File: src/rtl/rpfp_pkg.sv
`timescale 1ns / 1ps
`default_nettype none

package rpfp_pkg;

  localparam int unsigned WINDOW_BYTES = 8;
  localparam int unsigned CHANNELS     = 4;
  localparam int unsigned CMDQ_DEPTH   = 4;

  localparam int unsigned CHAN_W = $clog2(CHANNELS);
  localparam int unsigned DUTY_W = 12;
  localparam int unsigned DEV_W  = 4;
  localparam int unsigned SUM_W  = 19;  // signed weighted digit sum

  localparam logic [7:0] STX_CODE   = 8'h02;
  localparam logic [7:0] ETX_CODE   = 8'h03;
  localparam logic [7:0] DIGIT_ZERO = 8'h30;
  localparam logic [7:0] CHAR_ON    = 8'h6F;  // 'o'
  localparam logic [7:0] CHAR_WRITE = 8'h77;  // 'w'

  localparam logic [DUTY_W-1:0]       DUTY_MAX = 12'd2499;
  // (DUTY_MAX + 1) * 4: at or above this the quarter value saturates
  localparam logic signed [SUM_W-1:0] SUM_SAT  = 19'sd10000;

  typedef enum logic [1:0] {
    CMD_ON,
    CMD_OFF,
    CMD_WRITE
  } cmd_kind_e;

  typedef struct packed {
    cmd_kind_e                 kind;
    logic [CHAN_W-1:0]         chan;
    logic signed [SUM_W-1:0]   sum;
  } cmd_t;

endpackage

`default_nettype wire

File: src/rtl/rpfp_front.sv
`timescale 1ns / 1ps
`default_nettype none

module rpfp_front (
  input  wire                      clk_i,
  input  wire                      rst_ni,
  input  wire                      accept_i,
  input  wire [7:0]                rx_byte_i,
  input  wire                      cfg_we_i,
  input  wire [rpfp_pkg::DEV_W-1:0] cfg_data_i,
  output logic                     cmd_valid_o,
  output rpfp_pkg::cmd_t           cmd_o
);
  import rpfp_pkg::*;

  logic [7:0]       win_q [WINDOW_BYTES];
  logic [7:0]       win_d [WINDOW_BYTES];
  logic [DEV_W-1:0] dev_q;

  logic             is_switch, is_write, dev_ok, in_band;
  logic [DEV_W-1:0] dev_m1;
  logic [7:0]       offset, base, chan_byte, diff;
  logic signed [8:0] dig [4];

  always_comb begin
    for (int i = 0; i < WINDOW_BYTES - 1; i++) begin
      win_d[i] = win_q[i+1];
    end
    win_d[WINDOW_BYTES-1] = rx_byte_i;

    is_switch = (win_d[4] == STX_CODE) && (win_d[7] == ETX_CODE);
    is_write  = !is_switch && (win_d[0] == STX_CODE) && (win_d[7] == ETX_CODE);

    // band check: channel byte minus band base must land in 0..3
    dev_m1    = dev_q - DEV_W'(1);
    dev_ok    = (dev_q >= DEV_W'(1)) && (dev_q <= DEV_W'(4));
    offset    = {2'b00, dev_m1, 2'b00};
    base      = DIGIT_ZERO + offset;
    chan_byte = is_switch ? win_d[5] : win_d[1];
    diff      = chan_byte - base;
    in_band   = dev_ok && (diff[7:2] == 6'd0);

    // rebase the channel byte in place; later frames see the new value
    if (is_switch && in_band) begin
      win_d[5] = chan_byte - offset;
    end else if (is_write && in_band) begin
      win_d[1] = chan_byte - offset;
    end

    for (int k = 0; k < 4; k++) begin
      dig[k] = $signed({1'b0, win_d[3+k]}) - $signed({1'b0, DIGIT_ZERO});
    end

    cmd_o.chan = diff[CHAN_W-1:0];
    cmd_o.sum  = SUM_W'(dig[0]) * 19'sd1000 + SUM_W'(dig[1]) * 19'sd100
               + SUM_W'(dig[2]) * 19'sd10 + SUM_W'(dig[3]);
    cmd_o.kind = is_switch ? ((win_d[6] == CHAR_ON) ? CMD_ON : CMD_OFF) : CMD_WRITE;
    cmd_valid_o = accept_i && in_band
                && (is_switch || (is_write && (win_d[2] == CHAR_WRITE)));
  end

  always_ff @(posedge clk_i or negedge rst_ni) begin
    if (!rst_ni) begin
      for (int i = 0; i < WINDOW_BYTES; i++) begin
        win_q[i] <= '0;
      end
      dev_q <= DEV_W'(1);
    end else begin
      if (accept_i) begin
        win_q <= win_d;
      end
      if (cfg_we_i) begin
        dev_q <= cfg_data_i;
      end
    end
  end

  // a command only leaves with an accepted byte of an in-range unit
  a_cmd_needs_dev: assert property (@(posedge clk_i) disable iff (!rst_ni)
    cmd_valid_o |-> (accept_i && dev_q != '0 && dev_q <= DEV_W'(4)))
    else $error("command without accepted byte or valid unit number");

endmodule

`default_nettype wire

File: src/rtl/rpfp_cmd_fifo.sv
`timescale 1ns / 1ps
`default_nettype none

module rpfp_cmd_fifo (
  input  wire            clk_i,
  input  wire            rst_ni,
  input  wire            push_i,
  input  rpfp_pkg::cmd_t data_i,
  output logic           full_o,
  input  wire            pop_i,
  output logic           valid_o,
  output rpfp_pkg::cmd_t data_o
);
  import rpfp_pkg::*;

  localparam int unsigned PTR_W = $clog2(CMDQ_DEPTH);

  cmd_t             mem_q [CMDQ_DEPTH];
  logic [PTR_W-1:0] wr_ptr_q, rd_ptr_q;
  logic [PTR_W:0]   count_q, count_d;
  logic             do_push, do_pop;

  assign full_o  = (count_q == (PTR_W+1)'(CMDQ_DEPTH));
  assign valid_o = (count_q != '0);
  assign data_o  = mem_q[rd_ptr_q];
  assign do_push = push_i && !full_o;
  assign do_pop  = pop_i && valid_o;

  always_comb begin
    count_d = count_q;
    if (do_push && !do_pop) begin
      count_d = count_q + 1'b1;
    end else if (do_pop && !do_push) begin
      count_d = count_q - 1'b1;
    end
  end

  always_ff @(posedge clk_i) begin
    if (do_push) begin
      mem_q[wr_ptr_q] <= data_i;
    end
  end

  always_ff @(posedge clk_i or negedge rst_ni) begin
    if (!rst_ni) begin
      wr_ptr_q <= '0;
      rd_ptr_q <= '0;
      count_q  <= '0;
    end else begin
      if (do_push) wr_ptr_q <= wr_ptr_q + 1'b1;
      if (do_pop)  rd_ptr_q <= rd_ptr_q + 1'b1;
      count_q <= count_d;
    end
  end

  a_count_tracks: assert property (@(posedge clk_i) disable iff (!rst_ni)
    (do_push && !do_pop) |=> (count_q == $past(count_q) + 1'b1))
    else $error("command queue count did not follow a lone push");

endmodule

`default_nettype wire

File: src/rtl/rpfp_back.sv
`timescale 1ns / 1ps
`default_nettype none

module rpfp_back (
  input  wire                         clk_i,
  input  wire                         rst_ni,
  input  wire                         cmd_valid_i,
  input  rpfp_pkg::cmd_t              cmd_i,
  output logic                        cmd_take_o,
  input  wire                         pop_i,
  output logic                        out_valid_o,
  output logic [rpfp_pkg::CHAN_W-1:0] channel_o,
  output logic [rpfp_pkg::DUTY_W-1:0] duty_o,
  output logic                        channel_on_o
);
  import rpfp_pkg::*;

  logic [DUTY_W-1:0] duty_q [CHANNELS];
  logic [CHANNELS-1:0] on_q;
  logic              out_valid_q;
  logic [CHAN_W-1:0] chan_q;
  logic [DUTY_W-1:0] duty_out_q, duty_d, sat_duty;
  logic              on_out_q, on_d;

  // result slot frees when empty or popped this cycle
  assign cmd_take_o = cmd_valid_i && (!out_valid_q || pop_i);

  // sum / 4 truncated, clamped to 0..DUTY_MAX
  always_comb begin
    if (cmd_i.sum < 0) begin
      sat_duty = '0;
    end else if (cmd_i.sum >= SUM_SAT) begin
      sat_duty = DUTY_MAX;
    end else begin
      sat_duty = cmd_i.sum[DUTY_W+1:2];
    end
  end

  always_comb begin
    unique case (cmd_i.kind)
      CMD_ON: begin
        duty_d = duty_q[cmd_i.chan];
        on_d   = 1'b1;
      end
      CMD_OFF: begin
        duty_d = '0;
        on_d   = 1'b0;
      end
      CMD_WRITE: begin
        duty_d = sat_duty;
        on_d   = on_q[cmd_i.chan];
      end
      default: begin
        duty_d = '0;
        on_d   = 1'b0;
      end
    endcase
  end

  always_ff @(posedge clk_i or negedge rst_ni) begin
    if (!rst_ni) begin
      out_valid_q <= 1'b0;
      on_q        <= '0;
      for (int i = 0; i < CHANNELS; i++) begin
        duty_q[i] <= '0;
      end
    end else begin
      if (cmd_take_o) begin
        out_valid_q <= 1'b1;
        if (cmd_i.kind == CMD_WRITE) begin
          duty_q[cmd_i.chan] <= sat_duty;
        end else begin
          on_q[cmd_i.chan] <= on_d;
        end
      end else if (pop_i) begin
        out_valid_q <= 1'b0;
      end
    end
  end

  always_ff @(posedge clk_i) begin
    if (cmd_take_o) begin
      chan_q     <= cmd_i.chan;
      duty_out_q <= duty_d;
      on_out_q   <= on_d;
    end
  end

  assign out_valid_o  = out_valid_q;
  assign channel_o    = chan_q;
  assign duty_o       = duty_out_q;
  assign channel_on_o = on_out_q;

  a_on_result: assert property (@(posedge clk_i) disable iff (!rst_ni)
    (cmd_take_o && cmd_i.kind == CMD_ON) |=> (channel_on_o && on_q[channel_o]))
    else $error("switch-on result or flag missing");

endmodule

`default_nettype wire

File: src/rtl/remote_pwm_frame_parser_core.sv
`timescale 1ns / 1ps
`default_nettype none

// Channel   Dir  Handshake              Payload
// input     in   push / full            rx_byte_i[7:0]
// result    out  empty / pop            channel_o[1:0], duty_o[11:0], channel_on_o
// config    in   cfg_valid_i/cfg_ready_o cfg_data_i[3:0] (device number)
//
// One word per cycle in while full is low; a frame's command enters the
// command queue at the edge that accepts its last byte (the front classifies
// combinationally), and the back registers the result when it takes the command.
// The front shifts the byte window and classifies frames in the accept cycle;
// the back applies switch / write commands to the per-channel duty and flags.
// A 4-entry command queue decouples them: full rises only when the queue
// fills while results are not being popped. Reset clears the window, duty
// and flag stores and sets the device number to 1; config is always ready.

module remote_pwm_frame_parser_core (
  input  wire                                clk_i,
  input  wire                                rst_ni,
  input  wire                                push,
  output logic                               full,
  input  wire [7:0]                          rx_byte_i,
  output logic                               empty,
  input  wire                                pop,
  output logic [rpfp_pkg::CHAN_W-1:0]        channel_o,
  output logic [rpfp_pkg::DUTY_W-1:0]        duty_o,
  output logic                               channel_on_o,
  input  wire                                cfg_valid_i,
  output logic                               cfg_ready_o,
  input  wire [rpfp_pkg::DEV_W-1:0]          cfg_data_i
);
  import rpfp_pkg::*;

  logic accept, cmd_push, cmd_valid, cmd_take, out_valid;
  cmd_t cmd_front, cmd_queued;

  assign accept      = push && !full;
  assign cfg_ready_o = 1'b1;

  rpfp_front u_front (
    .clk_i       (clk_i),
    .rst_ni      (rst_ni),
    .accept_i    (accept),
    .rx_byte_i   (rx_byte_i),
    .cfg_we_i    (cfg_valid_i && cfg_ready_o),
    .cfg_data_i  (cfg_data_i),
    .cmd_valid_o (cmd_push),
    .cmd_o       (cmd_front)
  );

  rpfp_cmd_fifo u_cmdq (
    .clk_i   (clk_i),
    .rst_ni  (rst_ni),
    .push_i  (cmd_push),
    .data_i  (cmd_front),
    .full_o  (full),
    .pop_i   (cmd_take),
    .valid_o (cmd_valid),
    .data_o  (cmd_queued)
  );

  rpfp_back u_back (
    .clk_i        (clk_i),
    .rst_ni       (rst_ni),
    .cmd_valid_i  (cmd_valid),
    .cmd_i        (cmd_queued),
    .cmd_take_o   (cmd_take),
    .pop_i        (pop && !empty),
    .out_valid_o  (out_valid),
    .channel_o    (channel_o),
    .duty_o       (duty_o),
    .channel_on_o (channel_on_o)
  );

  assign empty = !out_valid;

endmodule

`default_nettype wire
File: config.mk
export PLATFORM = sky130hd
export DESIGN_NAME = remote_pwm_frame_parser_core
export DESIGN_NICKNAME = d
export VERILOG_FILES = /design/src/rtl/rpfp_pkg.sv /design/src/rtl/rpfp_front.sv /design/src/rtl/rpfp_cmd_fifo.sv /design/src/rtl/rpfp_back.sv /design/src/rtl/remote_pwm_frame_parser_core.sv
export SDC_FILE = /design/constraint.sdc
export NUM_CORES = 1
export LEC_CHECK = 0
export BUFFER_PORTS_ARGS = -buffer_cell sky130_fd_sc_hd__buf_4
export CAP_MARGIN = 40
export CORE_MARGIN = 3
export CORE_UTILIZATION = 45
export CTS_CLUSTER_DIAMETER = 100
export CTS_CLUSTER_SIZE = 24
export DETAILED_ROUTE_END_ITERATION = 10
export PLACE_DENSITY = 0.61
export SETUP_SLACK_MARGIN = 0.4
export SKIP_CTS_REPAIR_TIMING = 1
export SLEW_MARGIN = 20
export SYNTH_ARGS = -nofsm -noshare
export SYNTH_HDL_FRONTEND = slang
export SYNTH_SLANG_ARGS = --single-unit
File: constraint.sdc
create_clock -name clk_i -period 22.4 [get_ports clk_i]
set_input_delay 4.48 -clock clk_i [delete_from_list [all_inputs] [get_ports clk_i]]
set_output_delay 4.48 -clock clk_i [all_outputs]
set_load 0.02 [all_outputs]
## Yosys cells after proc, flatten, opt, wreduce, memory -nomap -nowiden

Memory sizes are Yosys's and may differ from the RTL's.
Index checks and enable logic that the tools add are counted.

- Logic and storage cells: 116
- Output and inout bits: 18
- Bits in registers: 135
- Memories kept: 1
- RAM bits: 92
- Input bits: 17

- Order comparisons: 8
- $mul: 3
- Add/subtract/negate cells: 15
- Mux-type cells: 27
- Reductions and logical operators: 33
- Equality and inequality tests: 7
- Bitwise logic cells: 2

Memories:

| name | depth | bits a word | read ports | clocked after memory_dff | write ports | line | RTL |
|---|---|---|---|---|---|---|---|
| u_cmdq.mem_q | 4 | 23 | 1 | 0 | 1 | rpfp_cmd_fifo.sv:18 | `cmd_t mem_q [CMDQ_DEPTH];` |

Operators with widths:

| cell | count |
|---|---|
| 12-bit two-way mux | 5 |
| 48-bit bitwise mux | 1 |
| 19-bit adder | 2 |
| 8-bit by 6-bit subtractor with 9-bit output (second input constant) | 4 |
| 8-bit two-way mux | 4 |
| 12-bit binary-select mux with 2-bit select | 1 |
| 12-bit demux with 2-bit select | 1 |
| 8-bit by 2-bit equality test with 1-bit output (second input constant) | 3 |
| 12-bit case mux with 2 select lines | 1 |
| 19-bit by 9-bit adder with 19-bit output | 1 |
| 19-bit by 15-bit >= comparator with 1-bit output (second input constant) | 1 |
| 1-bit logical AND | 19 |
| 19-bit by 1-bit < comparator with 1-bit output (second input constant) | 1 |
| 8-bit by 7-bit equality test with 1-bit output (second input constant) | 2 |
| 9-bit by 8-bit multiplier with 16-bit output (second input constant) | 1 |
| 9-bit by 6-bit multiplier with 15-bit output (second input constant) | 1 |
| 9-bit by 4-bit multiplier with 13-bit output (second input constant) | 1 |
| 8-bit by 6-bit subtractor with 8-bit output | 1 |
| 8-bit subtractor | 1 |
| 6-bit by 6-bit adder with 7-bit output (first input constant) | 1 |
| 1-bit two-way mux | 7 |
| 6-bit logical NOT | 1 |
| 3-bit two-way mux | 2 |
| 1-bit logical NOT | 5 |
| other kinds (24) | 28 |

## Depth between registers and ports, before layout

- Word-level depth: 13
- Depth in mapped cells: 44
- Depth with buffers taken out: 42

## Cells and area by module

A second synthesis with hierarchy kept.

- Cell total of the unflattened synthesis: 1,187
- Area total of the unflattened synthesis: 14,527.7 µm²

Modules (own cells, without submodules):

| module | area each (µm²) | times used | cells an instance | sequential area each (µm²) |
|---|---|---|---|---|
| rpfp_front | 7,727.4 | 1 | 783 | 1,502.7 |
| rpfp_cmd_fifo | 3,788.6 | 1 | 156 | 2,937.8 |
| rpfp_back | 2,976.6 | 1 | 243 | 1,776.7 |
| remote_pwm_frame_parser_core | 35.0 | 1 | 5 | 0.0 |

## Worst setup path after synthesis

OpenSTA, ideal clock, no wires.

- Path kind: input to register
- From: input rx_byte_i[5]
- To: memory u_cmdq.mem_q[0][18] (netlist bit) (data pin)
- Cell stages on the path: 40
- Setup time: 299 ps
- Buffers on the path: 2
- Arrival time: 13,479 ps
- Slack: 8,622 ps
- Data required time: 22,101 ps
- Cells stage by stage: or4_4 nor4_4 inv_4 mux2i_1 inv_1 ha_1 nor2b_1 o21ai_0 or3b_2 a221o_2 a221oi_4 buf_2 mux2i_1 inv_1 ha_1 o21bai_1 inv_1 ha_1 (+4 left out) nor4b_1 a211oi_4 and2_4 buf_6 xnor2_1 ha_1 inv_1 fa_1 inv_1 ha_1 a21o_1 a21o_1 a21oi_1 o21a_1 nor3_1 and4_1 a2111oi_1 nand4_1

RTL lines:

| what | line | RTL |
|---|---|---|
| from (decl) | remote_pwm_frame_parser_core.sv:23 | `input wire [7:0] rx_byte_i,` |
| to (decl) | rpfp_cmd_fifo.sv:18 |  |

==> metrics.md <==
| Metric | Value |
|---|---|
| Routability congestion estimate | `0.8910` |
| Cells after synthesis | `1208` |
| First-pass GRT wire length | `44.68 mm` |
| Clock Latency Late Sink | `0.48 ns` |
| Fin nets | `1434` |
| Yosys warnings | `0` |
| DR pass1 iterations | `5` |
| Finish-stage setup viols | `0` |
| Avg Vias per Cell | `5.336` |
| Mean Syn Cell Area | `11.83 um2` |
| Routed vias | `8708` |
| Initial antenna violation count | `0` |
| Reg clk slew, reported paths | `0.09 ns` |
| Crit path max fanout | `14` |
| PortBufs | `33` |
| Cell repeated most along the worst path | `ha_1` |
| Layout cells sized above 1 | `0.1400` |
| Core Box Area | `30910 um2` |
| Syn_nets | `1413` |
| Worst Path Required | `22.56 ns` |
| Max Cap Violations | `0` |
| Yosys reg bits | `219` |
| H-tree levels | `1` |
| Vias in the first global route | `8727` |
| DP HPWL | `21.02 mm` |
| Final slew viol count | `0` |
| Maximum clock rate | `69.19 MHz` |
| Setup TNS | `0 ns` |
| Setup crit end kind | `register` |
| Worst-Margin Slew | `1.000 ns` |
| Largest net degree at the start of global routing | `82` |
| Worst Hold Class | `reg2reg` |
| Part of the cycle the worst path needs | `0.6452` |
| CTS tree | `built` |
| Starting density of the core | `0.4624` |
| I/O pin count | `35` |
| Drt drc | `0` |
| Ant. Diodes | `0` |
| Crit path time final | `14.45 ns` |
| Fillcell total | `2783` |
| Overall Global Routing Usage | `0.1623` |
| Post-synthesis cell type count | `77` |
| Final Hold Fails | `0` |
| Startpoint Class | `primary input` |
| RSZ-0062 raised after global routing | `false` |
| Die area | `33940 um2` |
| Register area | `5977 um2` |
| Total grt overflow | `0` |
| Sinks on Clock Net | `219` |
| Root Driver | `clkbuf_16` |
| Synth Flop Type | `dfrtp_1` |
| Status | `complete, no violations` |
| Antenna Nets Post-Route | `0` |
| Die X | `184.2 um` |
| Initial DRC count | `321` |
| Top-area cell type share of the netlist area | `0.2084` |
| R2r setup slk | `11.32 ns` |
| Post-synthesis instance area | `14290 um2` |
| Layout area overhead | `7.564%` |
| Routed len/inst | `16.68 um` |
| CTS Buf Count | `13` |
| Top cells by area, synth | `dfrtp_1, edfxtp_1, ha_1` |
| Max incr delay on CP | `0.65 ns` |
| Post-synthesis async set-or-reset flop share | `0.5479` |
| DIE HEIGHT | `184.2 um` |
| CP Buf/Inv Count | `6` |
| Multi-input logic area | `7647 um2` |
| Slowest-stage cell, CP | `a221oi_4` |
| CP delay by family, top | `simple AND/OR/NAND/NOR gates` |
| Rows | `64` |
| Data arrival time of the critical path | `14.61 ns` |
| Synth area leader | `dfrtp_1` |
| EDFF count, synth | `99` |
| Setup Skew | `0.03150 ns` |
| Clock buffer depth | `3` |
| Slew headroom | `0.3331` |
| WS Path Type | `in2reg` |
| Sequential-to-total area share from yosys stat | `0.4182` |
| Total wire length | `27.22 mm` |
[final timing paths]
check	start	end	cells past startpoint
worst max-delay path	rx_byte_i[5]	u_cmdq.mem_q[1][18]	40
worst min-delay path	u_back.duty_q[31]	u_back.duty_q[31]	2
worst max register to register	u_front.win_d[26]	u_cmdq.mem_q[1][18]	41
worst min register to register	u_back.duty_q[31]	u_back.duty_q[31]	2
max in group asynchronous	rst_ni	u_front.dev_q[0]	3
min in group asynchronous	rst_ni	u_back.duty_q[6]	1
[metrics by stage]
step,cell area [um2],utilization,setup slack (ns),hold WS [ns],cells
finish,15370,0.4974,7.947,0.4849,1632
CTS,15360,0.4970,7.968,0.4875,1631
floorplan,14290,-,8.622,0.4432,1208
global route,15370,0.4974,7.307,0.5081,1632
detailed placement,14970,0.4843,7.508,0.4657,1609
global placement,14920,0.4826,7.901,0.4568,1605
[cells in the mapped netlist (all sizes together) (9+ instances only)]
library cell	count
nor2b	15
fa	65
edfxtp	99
o31ai	21
ha	123
nor3	17
mux2	67
nor2	57
inv	134
nand2	87
xnor2	49
dfrtp	119
a21o	10
a21oi	38
o21ai	53
mux2i	25
mux4	29
clkbuf	30
xor2	26
and2	13
nand3	9
[sequential cells by signal, indices dropped and copies added, names as in the netlist]
| register | cells |
|---|---|
| u_back.channel_on_o | 1 |
| u_cmdq.count_q | 3 |
| u_cmdq.mem_q | 84 |
| u_back.duty_q | 48 |
| u_back.out_valid_o | 1 |
| u_cmdq.rd_ptr_q | 2 |
| u_front.win_d | 40 |
| u_front.win_q | 16 |
| u_back.duty_o | 12 |
| u_back.channel_o | 2 |
| u_cmdq.wr_ptr_q | 2 |
| u_front.dev_q | 4 |
| u_back.on_q | 4 |
[cell type report]
| type | instances | area share |
|---|---|---|
| multi-input combinational | 817 | 0.4974 |
| sequential | 219 | 0.3888 |
| timing repair buffer | 44 | 0.02328 |
| clock buffer | 20 | 0.02287 |
| clock inverter | 2 | 0.002523 |
| tap | 396 | 0.03223 |
| inverter | 134 | 0.03288 |
[worst min-delay path, delay by kind of cell (launching register included)]
| family | cells | cell delay [ns] |
|---|---|---|
| and+or+nand+nor | 1 | 0.05 |
| DFF | 1 | 0.35 |
| AOI/OAI and AO/OA | 1 | 0.05 |
[logic make-up (layout without fill, tap and decap cells)]
group	after synthesis	after routing	share of synthesized area
multiplexers	121	121	0.1169
XOR/XNOR	75	75	0.04596
AND/OR/NAND/NOR	257	257	0.09061
flip-flops	219	219	0.4182
adder cells (fa/ha/maj)	188	188	0.1987
buffers and inverters	172	200	0.04692
AO/OA/AOI/OAI	174	174	0.08220
other	2	2	0.0005255
[placed cells by master, fill, tap and decap left out, types with 10 or more instances in the layout]
cell type and instances:
nor2_1 57, inv_1 133, mux2i_1 24, nor2b_1 15
nand2_1 87, edfxtp_1 99, o31ai_1 21, buf_4 39
fa_1 65, xnor2_1 49, o21ai_0 50, dfrtp_1 119
and2_1 11, mux4_2 29, clkbuf_16 13, nor3_1 16
a21o_1 10, xor2_1 26, ha_1 123, a21oi_1 38
mux2_2 67
[per-layer routing]
layer,global-route usage,routed length [um]
met5,0,0
met4,0.02812,378
met3,0.01480,611
met2,0.2812,13230
met1,0.2273,13000
Power is left out: the tool's default activity adds up to more than one toggle a clock period on the data nets, which glitch-free logic cannot reach.
